$ cat config.mk
export PLATFORM = sky130hd
export DESIGN_NAME = load_cell_adc_serial_reader_core
export DESIGN_NICKNAME = d
export VERILOG_FILES = /design/src/rtl/core/lcr_pkg.sv /design/src/rtl/core/lcr_ctrl.sv /design/src/rtl/core/lcr_datapath.sv /design/src/rtl/core/load_cell_adc_serial_reader_core.sv
export SDC_FILE = /design/constraint.sdc
export NUM_CORES = 1
export LEC_CHECK = 0
export ABC_AREA = 1
export BUFFER_PORTS_ARGS = -buffer_cell sky130_fd_sc_hd__buf_2
export CORE_ASPECT_RATIO = 1.1
export CORE_MARGIN = 10
export CORE_UTILIZATION = 60
export DETAILED_ROUTE_END_ITERATION = 10
export PLACE_DENSITY = 0.85
export SYNTH_ARGS = -nofsm -noshare
export SYNTH_HDL_FRONTEND = slang
export SYNTH_SLANG_ARGS = --single-unit
$ cat constraint.sdc
create_clock -name clk_i -period 3.4 [get_ports clk_i]
set_clock_uncertainty 0.2 [all_clocks]
set_input_delay 0.51 -clock clk_i [delete_from_list [all_inputs] [get_ports clk_i]]
set_output_delay 0.51 -clock clk_i [all_outputs]
set_load 0.02 [all_outputs]
$ cat src/rtl/core/lcr_pkg.sv
`timescale 1ns / 1ps
// ----------------------------------------------------------------------------
// lcr_pkg
// Shared types and constants of the load cell serial reader core.
// ----------------------------------------------------------------------------
package lcr_pkg;

  localparam int unsigned CFG_IDX_W  = 2;
  localparam int unsigned CFG_DATA_W = 24;

  localparam logic [CFG_IDX_W-1:0] CFG_GAIN_PULSES    = 2'd0;
  localparam logic [CFG_IDX_W-1:0] CFG_AVERAGE_COUNT  = 2'd1;
  localparam logic [CFG_IDX_W-1:0] CFG_GRAM_RATIO     = 2'd2;
  localparam logic [CFG_IDX_W-1:0] CFG_ZERO_REFERENCE = 2'd3;

  localparam int unsigned GAIN_W  = 2;
  localparam int unsigned COUNT_W = 8;
  localparam int unsigned RATIO_W = 16;
  localparam int unsigned ZREF_W  = 24;
  localparam int unsigned AVG_W   = 24;
  localparam int unsigned WGT_W   = 25;

  localparam logic [GAIN_W-1:0]  GAIN_RST  = 2'd1;
  localparam logic [COUNT_W-1:0] COUNT_RST = 8'd10;
  localparam logic [RATIO_W-1:0] RATIO_RST = 16'd1;
  localparam logic [ZREF_W-1:0]  ZREF_RST  = 24'd8227020;

  localparam logic [COUNT_W-1:0] MAX_READINGS = 8'd128;
  localparam logic [AVG_W-1:0]   WEIGHT_LIMIT = 24'hFFFFFF;

  typedef struct packed {
    logic meas_clr;
    logic shift_clr;
    logic shift_en;
    logic shift_bit;
    logic pulse_clr;
    logic pulse_inc;
    logic accum;
    logic avg_start;
    logic avg_take;
    logic wgt_start;
    logic commit;
  } lcr_cmd_t;

  typedef struct packed {
    logic bits_last;
    logic pulses_last;
    logic count_last;
    logic div_busy;
  } lcr_sts_t;

endpackage

$ cat src/rtl/core/lcr_ctrl.sv
`timescale 1ns / 1ps
// ----------------------------------------------------------------------------
// lcr_ctrl
// Sequencer for the serial read: pin phases, division steps and output stage.
// ----------------------------------------------------------------------------
module lcr_ctrl (
  input  logic             clk_i,
  input  logic             rst_ni,
  input  logic             in_valid_i,
  output logic             in_ready_o,
  input  logic             start_req_i,
  input  logic             data_level_i,
  output logic             out_valid_o,
  input  logic             out_ready_i,
  output logic             sck_level_o,
  output logic             busy_res_o,
  output logic             result_valid_o,
  output lcr_pkg::lcr_cmd_t cmd_o,
  input  lcr_pkg::lcr_sts_t sts_i
);
  import lcr_pkg::*;

  typedef enum logic [3:0] {
    S_IDLE,
    S_WAIT,
    S_DATA,
    S_GAIN,
    S_AVG_GO,
    S_AVG,
    S_WGT_GO,
    S_WGT,
    S_DONE
  } state_e;

  state_e   state_q, state_d;
  logic     clk_lvl_q, clk_lvl_d;
  logic     out_valid_q, out_valid_d;
  logic     sck_q, sck_d;
  logic     busy_q, busy_d;
  logic     rv_q, rv_d;
  logic     slot_free;
  logic     tick_ok;
  logic     acc;
  logic     load;
  lcr_cmd_t cmd;

  assign slot_free = !out_valid_q || out_ready_i;
  assign tick_ok   = ((state_q == S_IDLE) || (state_q == S_WAIT) ||
                      (state_q == S_DATA) || (state_q == S_GAIN)) && slot_free;
  assign acc       = in_valid_i && tick_ok;

  always_comb begin
    state_d   = state_q;
    clk_lvl_d = clk_lvl_q;
    cmd       = '0;
    load      = 1'b0;
    cmd.shift_bit = data_level_i;
    unique case (state_q)
      S_IDLE: begin
        if (acc) begin
          load      = 1'b1;
          clk_lvl_d = 1'b0;
          if (start_req_i) begin
            cmd.meas_clr = 1'b1;
            state_d      = S_WAIT;
          end
        end
      end
      S_WAIT: begin
        if (acc) begin
          load      = 1'b1;
          clk_lvl_d = 1'b0;
          if (!data_level_i) begin
            cmd.shift_clr = 1'b1;
            state_d       = S_DATA;
          end
        end
      end
      S_DATA: begin
        if (acc) begin
          load = 1'b1;
          if (!clk_lvl_q) begin
            clk_lvl_d = 1'b1;
          end else begin
            clk_lvl_d    = 1'b0;
            cmd.shift_en = 1'b1;
            if (sts_i.bits_last) begin
              cmd.pulse_clr = 1'b1;
              state_d       = S_GAIN;
            end
          end
        end
      end
      S_GAIN: begin
        if (acc) begin
          if (!clk_lvl_q) begin
            load      = 1'b1;
            clk_lvl_d = 1'b1;
          end else begin
            clk_lvl_d     = 1'b0;
            cmd.pulse_inc = 1'b1;
            if (sts_i.pulses_last) begin
              cmd.accum = 1'b1;
              if (sts_i.count_last) begin
                state_d = S_AVG_GO;
              end else begin
                load    = 1'b1;
                state_d = S_WAIT;
              end
            end else begin
              load = 1'b1;
            end
          end
        end
      end
      S_AVG_GO: begin
        cmd.avg_start = 1'b1;
        state_d       = S_AVG;
      end
      S_AVG: begin
        if (!sts_i.div_busy) begin
          cmd.avg_take = 1'b1;
          state_d      = S_WGT_GO;
        end
      end
      S_WGT_GO: begin
        cmd.wgt_start = 1'b1;
        state_d       = S_WGT;
      end
      S_WGT: begin
        if (!sts_i.div_busy) begin
          state_d = S_DONE;
        end
      end
      S_DONE: begin
        if (slot_free) begin
          load       = 1'b1;
          cmd.commit = 1'b1;
          state_d    = S_IDLE;
        end
      end
      default: begin
        state_d = S_IDLE;
      end
    endcase

    out_valid_d = out_valid_q;
    sck_d       = sck_q;
    busy_d      = busy_q;
    rv_d        = rv_q;
    if (load) begin
      out_valid_d = 1'b1;
      sck_d       = clk_lvl_d;
      busy_d      = (state_d != S_IDLE);
      rv_d        = (state_q == S_DONE);
    end else if (out_ready_i) begin
      out_valid_d = 1'b0;
    end
  end

  always_ff @(posedge clk_i or negedge rst_ni) begin
    if (!rst_ni) begin
      state_q     <= S_IDLE;
      clk_lvl_q   <= 1'b0;
      out_valid_q <= 1'b0;
      sck_q       <= 1'b0;
      busy_q      <= 1'b0;
      rv_q        <= 1'b0;
    end else begin
      state_q     <= state_d;
      clk_lvl_q   <= clk_lvl_d;
      out_valid_q <= out_valid_d;
      sck_q       <= sck_d;
      busy_q      <= busy_d;
      rv_q        <= rv_d;
    end
  end

  assign in_ready_o     = tick_ok;
  assign out_valid_o    = out_valid_q;
  assign sck_level_o    = sck_q;
  assign busy_res_o     = busy_q;
  assign result_valid_o = rv_q;
  assign cmd_o          = cmd;

endmodule

$ cat src/rtl/core/lcr_datapath.sv
`timescale 1ns / 1ps
// ----------------------------------------------------------------------------
// lcr_datapath
// Configuration registers, shift register, counters, reading sum and a
// shared radix-2 restoring divider for the average and the weight.
// ----------------------------------------------------------------------------
module lcr_datapath #(
  parameter int unsigned DATA_BITS = 24
) (
  input  logic                              clk_i,
  input  logic                              rst_ni,
  input  logic                              cfg_we_i,
  input  logic [lcr_pkg::CFG_IDX_W-1:0]     cfg_idx_i,
  input  logic [lcr_pkg::CFG_DATA_W-1:0]    cfg_data_i,
  input  lcr_pkg::lcr_cmd_t                 cmd_i,
  output lcr_pkg::lcr_sts_t                 sts_o,
  output logic [lcr_pkg::AVG_W-1:0]         average_raw_o,
  output logic signed [lcr_pkg::WGT_W-1:0]  weight_o
);
  import lcr_pkg::*;

  localparam int unsigned BC_W  = $clog2(DATA_BITS + 1);
  localparam int unsigned SUM_W = DATA_BITS + 7;
  localparam int unsigned MAG_W = (DATA_BITS > ZREF_W) ? DATA_BITS : ZREF_W;
  localparam int unsigned NUM_W = MAG_W + 1;
  localparam int unsigned DW    = (SUM_W > NUM_W) ? SUM_W : NUM_W;
  localparam int unsigned DC_W  = $clog2(DW + 1);

  logic [GAIN_W-1:0]    gain_q;
  logic [COUNT_W-1:0]   count_q;
  logic [RATIO_W-1:0]   ratio_q;
  logic [ZREF_W-1:0]    zref_q;

  logic [DATA_BITS-1:0] shift_q;
  logic [BC_W-1:0]      bit_cnt_q;
  logic [GAIN_W-1:0]    pulse_cnt_q;
  logic [COUNT_W-1:0]   rd_cnt_q;
  logic [SUM_W-1:0]     sum_q;
  logic [DATA_BITS-1:0] avg_q;
  logic                 neg_q;
  logic [AVG_W-1:0]     last_avg_q;
  logic [WGT_W-1:0]     last_wgt_q;

  logic [DW-1:0]        quo_q;
  logic [RATIO_W-1:0]   rem_q;
  logic [RATIO_W-1:0]   dvs_q;
  logic [DC_W-1:0]      div_cnt_q;

  logic [GAIN_W-1:0]    gain_eff;
  logic [COUNT_W:0]     count_eff;
  logic [RATIO_W-1:0]   ratio_eff;
  logic [DATA_BITS-1:0] reading;
  logic [MAG_W-1:0]     avg_ext;
  logic [NUM_W-1:0]     num;
  logic [NUM_W-1:0]     num_mag;
  logic [RATIO_W:0]     trial;
  logic                 trial_ge;
  logic [AVG_W-1:0]     wgt_sat;
  logic [WGT_W-1:0]     wgt_abs;
  logic [WGT_W-1:0]     wgt_val;

  always_comb begin
    gain_eff = (gain_q == '0) ? GAIN_W'(1) : gain_q;
    if (count_q == '0) begin
      count_eff = (COUNT_W + 1)'(1);
    end else if (count_q > MAX_READINGS) begin
      count_eff = {1'b0, MAX_READINGS};
    end else begin
      count_eff = {1'b0, count_q};
    end
    ratio_eff = (ratio_q == '0) ? RATIO_W'(1) : ratio_q;
  end

  assign reading = {~shift_q[DATA_BITS-1], shift_q[DATA_BITS-2:0]};
  assign avg_ext = MAG_W'(avg_q);
  assign num     = {1'b0, MAG_W'(zref_q)} - {1'b0, avg_ext};
  assign num_mag = num[NUM_W-1] ? (NUM_W'(0) - num) : num;

  assign trial    = {rem_q, quo_q[DW-1]};
  assign trial_ge = (trial >= {1'b0, dvs_q});

  assign wgt_sat = (|quo_q[DW-1:AVG_W]) ? WEIGHT_LIMIT : quo_q[AVG_W-1:0];
  assign wgt_abs = {1'b0, wgt_sat};
  assign wgt_val = neg_q ? (WGT_W'(0) - wgt_abs) : wgt_abs;

  assign sts_o.bits_last   = (bit_cnt_q == BC_W'(DATA_BITS - 1));
  assign sts_o.pulses_last = (({1'b0, pulse_cnt_q} + 3'd1) >= {1'b0, gain_eff});
  assign sts_o.count_last  = (({1'b0, rd_cnt_q} + (COUNT_W + 1)'(1)) >= count_eff);
  assign sts_o.div_busy    = (div_cnt_q != '0);

  always_ff @(posedge clk_i or negedge rst_ni) begin
    if (!rst_ni) begin
      gain_q <= GAIN_RST;
      count_q <= COUNT_RST;
      ratio_q <= RATIO_RST;
      zref_q <= ZREF_RST;
    end else if (cfg_we_i) begin
      unique case (cfg_idx_i)
        CFG_GAIN_PULSES:    gain_q  <= cfg_data_i[GAIN_W-1:0];
        CFG_AVERAGE_COUNT:  count_q <= cfg_data_i[COUNT_W-1:0];
        CFG_GRAM_RATIO:     ratio_q <= cfg_data_i[RATIO_W-1:0];
        CFG_ZERO_REFERENCE: zref_q  <= cfg_data_i[ZREF_W-1:0];
        default: ;
      endcase
    end
  end

  always_ff @(posedge clk_i or negedge rst_ni) begin
    if (!rst_ni) begin
      shift_q     <= '0;
      bit_cnt_q   <= '0;
      pulse_cnt_q <= '0;
      rd_cnt_q    <= '0;
      sum_q       <= '0;
      div_cnt_q   <= '0;
      last_avg_q  <= '0;
      last_wgt_q  <= '0;
    end else begin
      if (cmd_i.shift_clr) begin
        shift_q   <= '0;
        bit_cnt_q <= '0;
      end else if (cmd_i.shift_en) begin
        shift_q   <= {shift_q[DATA_BITS-2:0], cmd_i.shift_bit};
        bit_cnt_q <= bit_cnt_q + BC_W'(1);
      end
      if (cmd_i.pulse_clr) begin
        pulse_cnt_q <= '0;
      end else if (cmd_i.pulse_inc) begin
        pulse_cnt_q <= pulse_cnt_q + GAIN_W'(1);
      end
      if (cmd_i.meas_clr) begin
        rd_cnt_q <= '0;
        sum_q    <= '0;
      end else if (cmd_i.accum) begin
        rd_cnt_q <= rd_cnt_q + COUNT_W'(1);
        sum_q    <= sum_q + SUM_W'(reading);
      end
      if (cmd_i.avg_start || cmd_i.wgt_start) begin
        div_cnt_q <= DC_W'(DW);
      end else if (div_cnt_q != '0) begin
        div_cnt_q <= div_cnt_q - DC_W'(1);
      end
      if (cmd_i.commit) begin
        last_avg_q <= avg_ext[AVG_W-1:0];
        last_wgt_q <= wgt_val;
      end
    end
  end

  always_ff @(posedge clk_i) begin
    if (cmd_i.avg_start) begin
      quo_q <= DW'(sum_q);
      rem_q <= '0;
      dvs_q <= RATIO_W'(rd_cnt_q);
    end else if (cmd_i.wgt_start) begin
      quo_q <= DW'(num_mag);
      rem_q <= '0;
      dvs_q <= ratio_eff;
      neg_q <= num[NUM_W-1];
    end else if (div_cnt_q != '0) begin
      quo_q <= {quo_q[DW-2:0], trial_ge};
      rem_q <= trial_ge ? RATIO_W'(trial - {1'b0, dvs_q}) : trial[RATIO_W-1:0];
    end
    if (cmd_i.avg_take) begin
      avg_q <= quo_q[DATA_BITS-1:0];
    end
  end

  assign average_raw_o = last_avg_q;
  assign weight_o      = $signed(last_wgt_q);

endmodule

$ cat src/rtl/core/load_cell_adc_serial_reader_core.sv
`timescale 1ns / 1ps
// ----------------------------------------------------------------------------
// load_cell_adc_serial_reader_core
// Bridge converter serial reader: averages readings and scales to weight.
// ----------------------------------------------------------------------------
//  channel  | handshake              | payload
//  ---------+------------------------+--------------------------------------
//  tick in  | in_valid_i/in_ready_o  | start_req_i, data_level_i
//  tick out | out_valid_o/out_ready_i| sck_level_o, busy_res_o,
//           |                        | result_valid_o, average_raw_o, weight_o
//  config   | cfg_we_i               | cfg_idx_i, cfg_data_i
//
// one tick per cycle while no division runs; the tick that ends a measurement
// is answered after the shared one-bit-per-cycle divider, DW = max(DATA_BITS+7, 25)
// bits wide, has run for averaging, then for weight scaling
// reset: idle, registers at their defaults, no result pending
// a stalled output holds its transaction and blocks the next tick
module load_cell_adc_serial_reader_core #(
  parameter int unsigned DATA_BITS = 24
) (
  input  logic                              clk_i,
  input  logic                              rst_ni,
  input  logic                              cfg_we_i,
  input  logic [lcr_pkg::CFG_IDX_W-1:0]     cfg_idx_i,
  input  logic [lcr_pkg::CFG_DATA_W-1:0]    cfg_data_i,
  input  logic                              in_valid_i,
  output logic                              in_ready_o,
  input  logic                              start_req_i,
  input  logic                              data_level_i,
  output logic                              out_valid_o,
  input  logic                              out_ready_i,
  output logic                              sck_level_o,
  output logic                              busy_res_o,
  output logic                              result_valid_o,
  output logic [lcr_pkg::AVG_W-1:0]         average_raw_o,
  output logic signed [lcr_pkg::WGT_W-1:0]  weight_o
);
  import lcr_pkg::*;

  lcr_cmd_t cmd;
  lcr_sts_t sts;

  lcr_ctrl u_ctrl (
    .clk_i          (clk_i),
    .rst_ni         (rst_ni),
    .in_valid_i     (in_valid_i),
    .in_ready_o     (in_ready_o),
    .start_req_i    (start_req_i),
    .data_level_i   (data_level_i),
    .out_valid_o    (out_valid_o),
    .out_ready_i    (out_ready_i),
    .sck_level_o    (sck_level_o),
    .busy_res_o     (busy_res_o),
    .result_valid_o (result_valid_o),
    .cmd_o          (cmd),
    .sts_i          (sts)
  );

  lcr_datapath #(
    .DATA_BITS (DATA_BITS)
  ) u_datapath (
    .clk_i         (clk_i),
    .rst_ni        (rst_ni),
    .cfg_we_i      (cfg_we_i),
    .cfg_idx_i     (cfg_idx_i),
    .cfg_data_i    (cfg_data_i),
    .cmd_i         (cmd),
    .sts_o         (sts),
    .average_raw_o (average_raw_o),
    .weight_o      (weight_o)
  );

endmodule
==> Word level (Yosys, flattened, before mapping) <==
Index checks and enable logic that the tools add are counted.
{ "totals": {"reg_bits": 271, "latchBits": 0, "ram_bits": 0, "rom_bits": 0, "input_bits": 33, "out_inout_bits": 54, "elab_cells": 160, "memories": 0} }
{ "classes": {"n_addsub": 11, "n_mul": 0, "div": 0, "order_cmp": 4, "n_eq_ne": 12, "n_shift": 0, "muxes": 75, "n_bitwise": 2, "n_reduce_logical": 32} }
{ "ops": {"columns": ["op", "n"], "rows": [
  ["2-to-1 mux 31 bit", 5],
  ["2-to-1 mux 24 bit", 3],
  ["2-to-1 mux 4 bit", 13],
  ["2-to-1 mux 25 bit", 2],
  ["2-to-1 mux 8 bit", 6],
  ["one-hot mux 4 bit (9 select lines)", 1],
  ["2-to-1 mux 16 bit", 2],
  ["adder 31 x 24 -> 31 bit", 1],
  ["2-to-1 mux 1 bit", 30],
  ["subtractor 1 x 24 -> 25 bit (first input constant)", 1],
  ["subtractor 1 x 25 -> 25 bit (first input constant)", 1],
  ["subtractor 24 x 24 -> 25 bit", 1],
  ["2-to-1 mux 5 bit", 4],
  [">= comparator 17 x 16 -> 1 bit", 1],
  ["== test 4 x 3 -> 1 bit (second input constant)", 4],
  ["zero test 16 bit", 1],
  ["subtractor 16 bit", 1],
  ["2-to-1 mux 2 bit", 6],
  ["nonzero test 2 bit", 6],
  ["AND reduction 2 bit", 5],
  ["adder 8 x 1 -> 9 bit (second input constant)", 1],
  [">= comparator 9 x 8 -> 1 bit", 1],
  ["adder 8 x 1 -> 8 bit (second input constant)", 1],
  ["== test 4 x 2 -> 1 bit (second input constant)", 2],
  ["other kinds (27)", 37]
]} }

==> Longest topological paths before layout <==
Gate-level depths: netlist (run 1).
{ "depth": {"word_depth": 10, "depth_mapped": 21, "mapped_depth_nobuf": 21} }

==> Modules after synthesis <==
Synthesis (run 1) repeated with hierarchy kept, for this count alone.
{ "hier_totals": {"hier_cells": 2111, "hier_area_um2": 16334.4} }
{ "by_module_without_submodules": {"columns": ["mod", "n_inst", "cells_per_inst", "area_each_um2", "seq_area_each_um2"], "rows": [
  ["lcr_datapath", 1, 2021, 15683.8, 6776.5],
  ["lcr_ctrl", 1, 90, 650.6, 225.2]
]} }

==> Worst setup path after synthesis (run 1) <==
No wires, ideal clock.
{ "synth_timing": {"kind": "reg2reg", "startpoint": "reg u_datapath.count_q[0]", "endpoint": "reg u_ctrl.sck_q (netlist: u_ctrl.sck_level_o)", "setup_time_ns": 0.131, "t_arrival_ns": 2.498, "t_required_ns": 3.069, "slack_ns": 0.572, "path_stages_with_launch": 16, "n_path_buf": 0, "synth_period_minus_slack_ns": 2.828, "cell_sequence": "dfrtp_1 > nor4_1 > inv_1 > nor4_1 > nor2_1 > inv_1 > nand2_1 > ha_1 > nand4_1 > or3b_2 > nand3_1 > nand2_1 > o21ai_0 > nand2_1 > inv_1 > o21ai_0"} }
{ "synth_via": {"elab_chain_len": 9, "elab_cells_between_ends": 10, "classes_between": "order compare (2); mux (7); reduce/logical (1)"} }
{ "synth_lines": {"columns": ["element", "line", "text"], "rows": [
  ["start: declaration", "lcr_datapath.sv:30", "logic [COUNT_W-1:0] count_q;"],
  ["start signal: assignment", "lcr_datapath.sv:100", "CFG_AVERAGE_COUNT: count_q <= cfg_data_i[COUNT_W-1:0];"],
  ["greater-than comparator 8 bit", "lcr_datapath.sv:66", "end else if (count_q > MAX_READINGS) begin"],
  ["2-to-1 mux 8 bit", "lcr_datapath.sv:66", null],
  ["2-to-1 mux 8 bit (*)", "lcr_datapath.sv:64", "if (count_q == '0) begin"],
  [">= comparator 9 x 8 -> 1 bit (*)", "lcr_datapath.sv:88", "assign sts_o.count_last = (({1'b0, rd_cnt_q} + (COUNT_W + 1)'(1)) >= count_eff);"],
  ["2-to-1 mux 1 bit (*)", "lcr_ctrl.sv:104", "if (sts_i.count_last) begin"],
  ["2-to-1 mux 1 bit (*)", "lcr_ctrl.sv:102", "if (sts_i.pulses_last) begin"],
  ["2-to-1 mux 1 bit (*)", "lcr_ctrl.sv:96", "if (!clk_lvl_q) begin"],
  ["2-to-1 mux 1 bit (*)", "lcr_ctrl.sv:95", "if (acc) begin"],
  ["one-hot mux 1 bit (3 select lines) (*)", "lcr_ctrl.sv:58", "unique case (state_q)"],
  ["end signal: assignment", "lcr_ctrl.sv:173", "sck_q <= sck_d;"],
  ["end: declaration", "lcr_ctrl.sv:38", "logic sck_q, sck_d;"]
]} }
Every way passes the cells marked *; elsewhere a longest branch is shown, timed or not.
A chain may end at the register's enable or synchronous reset.

==> Worst setup path after layout (run 1) <==
{ "layout_timing": {"startpoint": "reg u_datapath.avg_q[0] (netlist: u_datapath.avg_ext[0])", "endpoint": "reg u_datapath.quo_q[20], data pin"} }
{ "layout_via": {"elab_chain_len": 5} }
{ "layout_lines": {"columns": ["element", "line", "text"], "rows": [
  ["start: declaration", "lcr_datapath.sv:39", "logic [DATA_BITS-1:0] avg_q;"],
  ["start signal: assignment", "lcr_datapath.sv:165", "avg_q <= quo_q[DATA_BITS-1:0];"],
  ["subtractor 24 x 24 -> 25 bit (*)", "lcr_datapath.sv:76", "assign num = {1'b0, MAG_W'(zref_q)} - {1'b0, avg_ext};"],
  ["subtractor 1 x 25 -> 25 bit", "lcr_datapath.sv:77", "assign num_mag = num[NUM_W-1] ? (NUM_W'(0) - num) : num;"],
  ["2-to-1 mux 25 bit (*)", "lcr_datapath.sv:77", null],
  ["2-to-1 mux 31 bit (*)", "lcr_datapath.sv:155", "end else if (cmd_i.wgt_start) begin"],
  ["2-to-1 mux 31 bit (*)", "lcr_datapath.sv:151", "if (cmd_i.avg_start) begin"],
  ["end signal: assignment", "lcr_datapath.sv:152", "quo_q <= DW'(sum_q);"],
  ["end signal: assignment", "lcr_datapath.sv:156", "quo_q <= DW'(num_mag);"],
  ["end signal: assignment", "lcr_datapath.sv:161", "quo_q <= {quo_q[DW-2:0], trial_ge};"],
  ["end: declaration", "lcr_datapath.sv:44", "logic [DW-1:0] quo_q;"]
]} }
Marks and branches as above.

==> results of run 1 <==
report_power, final:
| group | total, mW | leakage [nW] | switching [mW] | internal, mW |
|---|---|---|---|---|
| Clock | 3.14 | 0.463 | 1.31 | 1.83 |
| Combinational | 5.17 | 5.75 | 3.35 | 1.82 |
| Sequential | 4.98 | 3.16 | 0.717 | 4.27 |
| Total | 13.3 | 9.38 | 5.38 | 7.92 |
synth_stat cells (all sizes together) (3+ instances only):
cell	count	share of area, %
nand3	159	5.0
a21o	6	0.27
mux2	9	0.61
nand3b	12	0.55
o22ai	20	0.76
nor3	20	0.70
inv	328	7.5
o21a	4	0.18
nand4	32	1.2
a31oi	4	0.15
xor2	33	1.7
clkbuf	42	0.95
nand2	559	13
o31ai	3	0.14
o21bai	8	0.36
nor2	161	4.1
dfstp	16	2.5
edfxtp	64	12
a21boi	4	0.18
fa	4	0.48
buf	16	0.70
a22o	4	0.21
dfrtp	167	25
xnor2	13	0.69
a32oi	20	1.1
o221ai	10	0.53
or2	11	0.42
o21ai	175	5.3
nor4	13	0.53
o211ai	21	0.98
a21oi	86	2.7
dfxtp	24	2.9
ha	81	6.1
state kept, by name, indices dropped and copies added (netlist names), 2 cells and up:
name and count:
u_datapath.bit_cnt_q 5, u_datapath.pulse_cnt_q 2, u_datapath.quo_q 31, u_datapath.sum_q 31, u_datapath.rd_cnt_q 8, u_datapath.div_cnt_q 5
u_ctrl.state_q 4, u_datapath.avg_ext 24, u_datapath.shift_q 24, u_datapath.dvs_q 16, u_datapath.weight_o 25, u_datapath.rem_q 16
u_datapath.gain_q 2, u_datapath.ratio_q 16, u_datapath.zref_q 24, u_datapath.average_raw_o 24, u_datapath.count_q 8
layout make-up:
class                   count  area [um^2]
fillers                  2234         8630
clock buffers              47          873
well taps                 357          447
clock inverters             7         71.3
inverters                 329         1240
flip-flops and latches    271         7000
multi-input cells        1478         8040
repair buffers            120          739
cell usage in the layout, fill, tap and decap left out, types with 6 or more instances in the layout:
master | Yosys | routed
o221ai_1 | 10 | 10
or2_2 | 11 | 11
inv_1 | 317 | 315
nand3_1 | 153 | 153
edfxtp_1 | 64 | 64
buf_2 | 3 | 85
inv_2 | 11 | 13
nor3_1 | 17 | 17
a21o_1 | 6 | 6
nand2_2 | 27 | 27
dfxtp_1 | 24 | 24
nand4_1 | 32 | 32
o21ai_0 | 171 | 171
o211ai_1 | 20 | 20
nor2_1 | 144 | 141
xnor2_1 | 13 | 13
clkbuf_8 | 0 | 9
clkbuf_16 | 0 | 29
mux2_2 | 9 | 9
o22ai_1 | 20 | 20
a32oi_1 | 20 | 20
xor2_1 | 33 | 33
dfrtp_1 | 167 | 167
nand2_1 | 531 | 531
nand3_2 | 6 | 6
a21oi_1 | 83 | 83
dlygate4sd3_1 | 0 | 8
ha_1 | 81 | 81
nor2_2 | 11 | 13
buf_4 | 4 | 24
o21bai_1 | 8 | 8
dfstp_2 | 16 | 16
clkbuf_1 | 42 | 10
nand3b_1 | 12 | 12
nor4_1 | 12 | 10
nor2_4 | 5 | 6
worst register-to-register path, delay by kind of cell, from the launching register on:
kind,cells,cell delay [ns]
AND/OR/NAND/NOR,11,1.11
adder cells (fa/ha/maj),3,0.84
buffers and inverters,4,0.37
flip-flops,1,0.40
per-stage QoR:
stage	power (mW)	hold slack [ns]	std cells	setup slack [ns]	area [um^2]
after floorplan	8.52	0.0144	2136	0.572	16500
after detailed placement	10.0	0.235	2546	0.223	17400
after global placement	9.84	0.230	2546	0.378	17400
after global routing	14.2	0.0216	2609	-0.0146	18400
after CTS	13.2	0.00542	2608	0.199	18400
final	13.3	0.0161	2609	0.255	18400
final timing paths:
path	from	end	slack, ns	cells after the start
setup / recovery	u_datapath.avg_ext[0]	u_datapath.quo_q[20]	0.25	18
hold / removal	cfg_data_i[21]	u_datapath.zref_q[21]	0.02	2
min in group asynchronous	rst_ni	u_datapath.sum_q[21]	0.30	2
max in group asynchronous	rst_ni	u_datapath.gain_q[0]	1.76	3
setup reg to reg	u_datapath.avg_ext[0]	u_datapath.quo_q[20]	0.25	18
hold reg to reg	u_datapath.quo_q[8]	u_datapath.avg_ext[8]	0.25	0
cells by family after synthesis:
family / count (synthesis)
AOI/OAI and AO/OA: 368
xor gates and xnor gates: 46
adders and majority gates: 85
buffers and inverters: 387
DFF: 271
muxes: 9
and+or+nand+nor: 970
layer usage:
| layer | track usage, % | wire length [um] | up-vias | part of all wire (%) |
|---|---|---|---|---|
| met4 | 8.52 | 1470 | 0 | 3.1 |
| met3 | 3.70 | 3900 | 85 | 8.4 |
| met2 | 43.5 | 21800 | 616 | 47 |
| li1 | - | - | 7242 | - |
| met5 | 0 | 0 | - | 0 |
| met1 | 35.4 | 19400 | 7086 | 42 |
timing repair:
item                                    CTS  global route
setup buffers                             0             1
endpoints found under the hold margin    68             0
endpoints found under the setup margin    0            10
gates resized for setup                   0             4
hold buffers                              8             0
==> out/qor.csv, run 1 <==
metric;value;unit
cts_tree;built;
path_clk_slew;0.07;ns
synthMuxAreaShare;0.613;%
dp_hpwl;35300;um
synth_xor_area_share;2.44;%
drive_above_1_share;11.9;%
numCtsBuffers;29;
insertion_delay;0.57;ns
rows;63;
ant_nets;0;
io_pins;87;
fin_crit;3.15;ns
coreArea;27000;um^2
num_vias;15000;
slowest_delay;0.42;ns
port_buffers;86;
slew_viol_final;0;
grtUsageTotal;26.6;%
cts_buffer_depth;3;
finalHoldViolCount;0;
cpMaxStageDelayCell;fa_1;
ir_drop;723;uV
yosys.area_share.simple;25.8;%
synthArstFlopShare;67.5;%
powerDensity;722;nW/um^2
h-tree-depth;1;
outcome;finished clean;
cp_data_arrival_time;3.26;ns
path_class;flop to flop;
vias_per_cell;5.76;
synth_edf_count;64;
critPathCaptureType;flop;
nets;2347;
synth_top_family_by_area;simple AND/OR/NAND/NOR gates;
firstDrtPassIters;6;
ys.flop_type;dfrtp_1;
die_x;178;um
grt_pass1_vias;14600;
critical_path_buf_inv_count;4;
fin_crit_sh;92.5;%
grt_pass1_wl;75500;um
start_util;61.1;%
drt-initial-drc-count;1242;
ys_warn_count;0;
synth_compound_area_share;13.0;%
die_area;34600;um^2
synthAdderAreaFrac;6.62;%
route.detailed.drc;0;
cts_sinks;271;
cap_violations;0;
fmax;318;MHz
routabilityCongestion;0.997;
synthesis.area;16500;um^2
required;3.52;ns
cp_max_fo;5;
max_slew.worst_pin.slew;0.985;ns
grt-ovfl-total;0;
finish.utilization;68.1;%
grt_max_degree;86;
synth_cell_types;54;
ys_seq_elements;271;
finalWirelength;46600;um
synth.avg_cell_area;7.74;um^2
power.leakage;9.38;nW
crit_family;simple AND/OR/NAND/NOR gates;
slew_headroom;34.2;%
setup_viol;0;
wl_per_cell;17.9;um
path_cells;ha_1 > inv_2 > fa_1 > inv_1 > ha_1 > inv_1 > nor2_1 > nand3_1 > inv_1 > nand3_2 > nor2_4 > nand2_2 > nor2_4 > nand2_2 > nand2_2 > nand3_1 > nand3_1 > nand2_1;
hp-class;primary input to flop;
diodes;0;
syn_inst;2136;
tns;0;ns
cts_root_buffer;clkbuf_16;
antenna_found_initial;0;
synthToLayoutAreaGrowth;11.4;%
die-height;194;um
syn-num-nets;2254;
ys_seq_area_share;42.4;%
startpoint_type;flop;
No activity file was read; power rests on OpenSTA's default activity.
==> run 2, diff against run 1 <==
--- a/config.mk
+++ b/config.mk
@@ -10,6 +10,7 @@
 export CORE_ASPECT_RATIO = 1.1
 export CORE_MARGIN = 10
 export CORE_UTILIZATION = 60
+export CTS_BUF_LIST = sky130_fd_sc_hd__clkbuf_4 sky130_fd_sc_hd__clkbuf_8
 export DETAILED_ROUTE_END_ITERATION = 10
 export PLACE_DENSITY = 0.85
 export SYNTH_ARGS = -nofsm -noshare
==> run 2 against run 1 <==
  * Sequential power hardly changed
  * Critical endpoint unchanged
  * Highest routed layer unchanged
  * Cell area is 0.75% higher
  * Clock-buffer cell count is 25 higher
  * Largest power group unchanged
  * Critical path depth stayed put
==> out/qor.csv, run 2 (same netlist as run 1, synthesis figures left out) <==
metric;value;unit;change
pre_cts_ws;0.223;ns;unchanged
cts_buffer_depth;3;;unchanged
ant_nets;0;;unchanged
path_clk_slew;0.06;ns;about the same
grtUsageTotal;26.8;%;+0.23 points
cts_root_buffer;clkbuf_8;;
nets;2365;;+0.77%
coreArea;27000;um^2;unchanged
die_x;178;um;unchanged
setup_viol;0;;unchanged
critPathCaptureType;flop;;
start_util;61.1;%;unchanged
final_common_cell;nand2_1;;
fin_crit;3.15;ns;+0.00596 ns
num_vias;15100;;+0.62%
antenna_found_initial;0;;unchanged
finalWirelength;46700;um;+0.23%
use_met2;42.7;%;-0.79 points
drt-initial-drc-count;1322;;+6.4%
die_area;34600;um^2;unchanged
slew_headroom;36.2;%;+2.1 points
tns;0;ns;unchanged
routabilityCongestion;0.997;;unchanged
total_power;13.5;mW;+1.4%
grt_pass1_wl;75500;um;+0.10%
cts_tree;built;;
drive_above_1_share;13.7;%;+1.8 points
slew_viol_final;0;;unchanged
synthToLayoutAreaGrowth;12.2;%;
fmax;317;MHz;-0.19%
numCtsBuffers;46;;+59%
port_buffers;86;;unchanged
die-height;194;um;unchanged
firstDrtPassIters;6;;unchanged
wl_per_cell;17.7;um;-0.98%
grt_util_met3;4.60;%;+0.90 points
grtUsageMet1;35.6;%;+0.14 points
fin_hold_ws;0.0315;ns;+0.0154 ns
rows;63;;unchanged
cts_sinks;271;;unchanged
rsz0062_at_grt;no;;
max_slew.worst_pin.slew;0.954;ns;-0.0310 ns
insertion_delay;0.60;ns;+0.03 ns
fin_crit_sh;92.7;%;+0.18 points
grt_pass1_vias;14600;;-0.39%
cp_max_fo;5;;unchanged
critical_path_buf_inv_count;4;;unchanged
dp_hpwl;35300;um;unchanged
path_cells;ha_1 > inv_2 > fa_1 > inv_2 > ha_2 > inv_1 > nor2_1 > nand3_1 > inv_1 > nand3_2 > nor2_2 > nand2_2 > nor2_4 > nand2_2 > nand2_2 > nand3_1 > nand3_1 > nand2_1;;
mostFrequentLayoutCells;nand2_1 (531), inv_1 (314), o21ai_0 (171), dfrtp_1 (167), nand3_1 (153);;
power.leakage;9.47;nW;+1.0%
io_pins;87;;unchanged
grt-ovfl-total;0;;unchanged
required;3.51;ns;about the same
hp-class;primary input to flop;;
grt_max_degree;86;;unchanged
busiest_layer;met2;;
cpMaxStageDelayCell;fa_1;;
startpoint_type;flop;;
route.detailed.drc;0;;unchanged
crit_family;simple AND/OR/NAND/NOR gates;;
outcome;finished clean;;
powerDensity;727;nW/um^2;+0.61%
cp_data_arrival_time;3.26;ns;about the same
ir_drop;567;uV;-22%
fillers;2227;;-0.31%
h-tree-depth;2;;+1
diodes;0;;unchanged
finalHoldViolCount;0;;unchanged
cap_violations;0;;unchanged
path_class;flop to flop;;
slowest_delay;0.43;ns;about the same
worst_slack;0.249;ns;-0.00596 ns
vias_per_cell;5.73;;-0.60%
run 2: changes by cell type in the layout (fill, tap and decap cells not counted), moves of 2 or more:
cell | previous run | this run
bufinv_16 | 1 | 3
clkbuf_1 | 10 | 0
clkbuf_16 | 29 | 0
clkbuf_4 | 0 | 14
clkbuf_8 | 9 | 59
clkinv_1 | 3 | 1
clkinv_2 | 3 | 6
clkinvlp_4 | 0 | 2
dlygate4sd3_1 | 8 | 10
run 2: timing repair:
| item | CTS | global route |
|---|---|---|
| setup buffers | 0 | 0 |
| resized for setup | 0 | 6 |
| hold buffers | 10 | 0 |
| endpoints found under the hold margin | 70 | 0 |
| setup endpoints to repair | 0 | 10 |
run 2: final cells by class:
type / instances / area (um^2) / area share, %
Clock buffer: 72 / 903 / 4.87
Clock inverter: 13 / 161 / 0.870
Inverter: 329 / 1240 / 6.67
Multi-Input combinational cell: 1478 / 8040 / 43.4
Sequential cell: 271 / 7000 / 37.8
Tap cell: 357 / 447 / 2.41
Timing Repair Buffer: 121 / 752 / 4.06
run 2: final timing paths:
kind,end,cells past startpoint,slack (ns),startpoint
worst min register to register,u_datapath.avg_ext[8],0,0.23,u_datapath.quo_q[8]
worst max-delay path,u_datapath.quo_q[20],18,0.25,u_datapath.avg_ext[0]
max in group asynchronous,u_datapath.shift_q[20],3,1.76,rst_ni
worst max register to register,u_datapath.quo_q[20],18,0.25,u_datapath.avg_ext[0]
worst min-delay path,u_datapath.zref_q[15],3,0.03,cfg_data_i[15]
min in group asynchronous,u_datapath.sum_q[21],2,0.28,rst_ni
run 2: worst register-to-register path, delay by kind of cell (launching register included):
family        cells  cell delay [ns]
buf+inv           4             0.34
fa+ha+maj         3             0.84
simple gates     11             1.09
flops             1             0.40
run 2: through the flow:
step	cells	util (%)	instance area, um^2
5_1_grt	2641	68.6	18500
6_report	2641	68.6	18500
2_1_floorplan	2136	-	16500
3_5_place_dp	2546	64.2	17400
4_1_cts	2641	68.5	18500
3_3_place_gp	2546	64.2	17400
run 2: routing by layer:
layer / routed length, um / share of wire (%) / vias up
met5: 0 / 0 / -
met4: 1780 / 3.8 / 0
met2: 21600 / 46 / 635
met1: 19600 / 42 / 7096
li1: - / - / 7270
met3: 3720 / 8.0 / 121
run 2: power breakdown:
group	internal, mW	total, mW	switching [mW]	leakage, nW
Clock	1.93	3.33	1.40	0.558
Combinational	1.83	5.15	3.33	5.76
Sequential	4.27	4.99	0.719	3.16
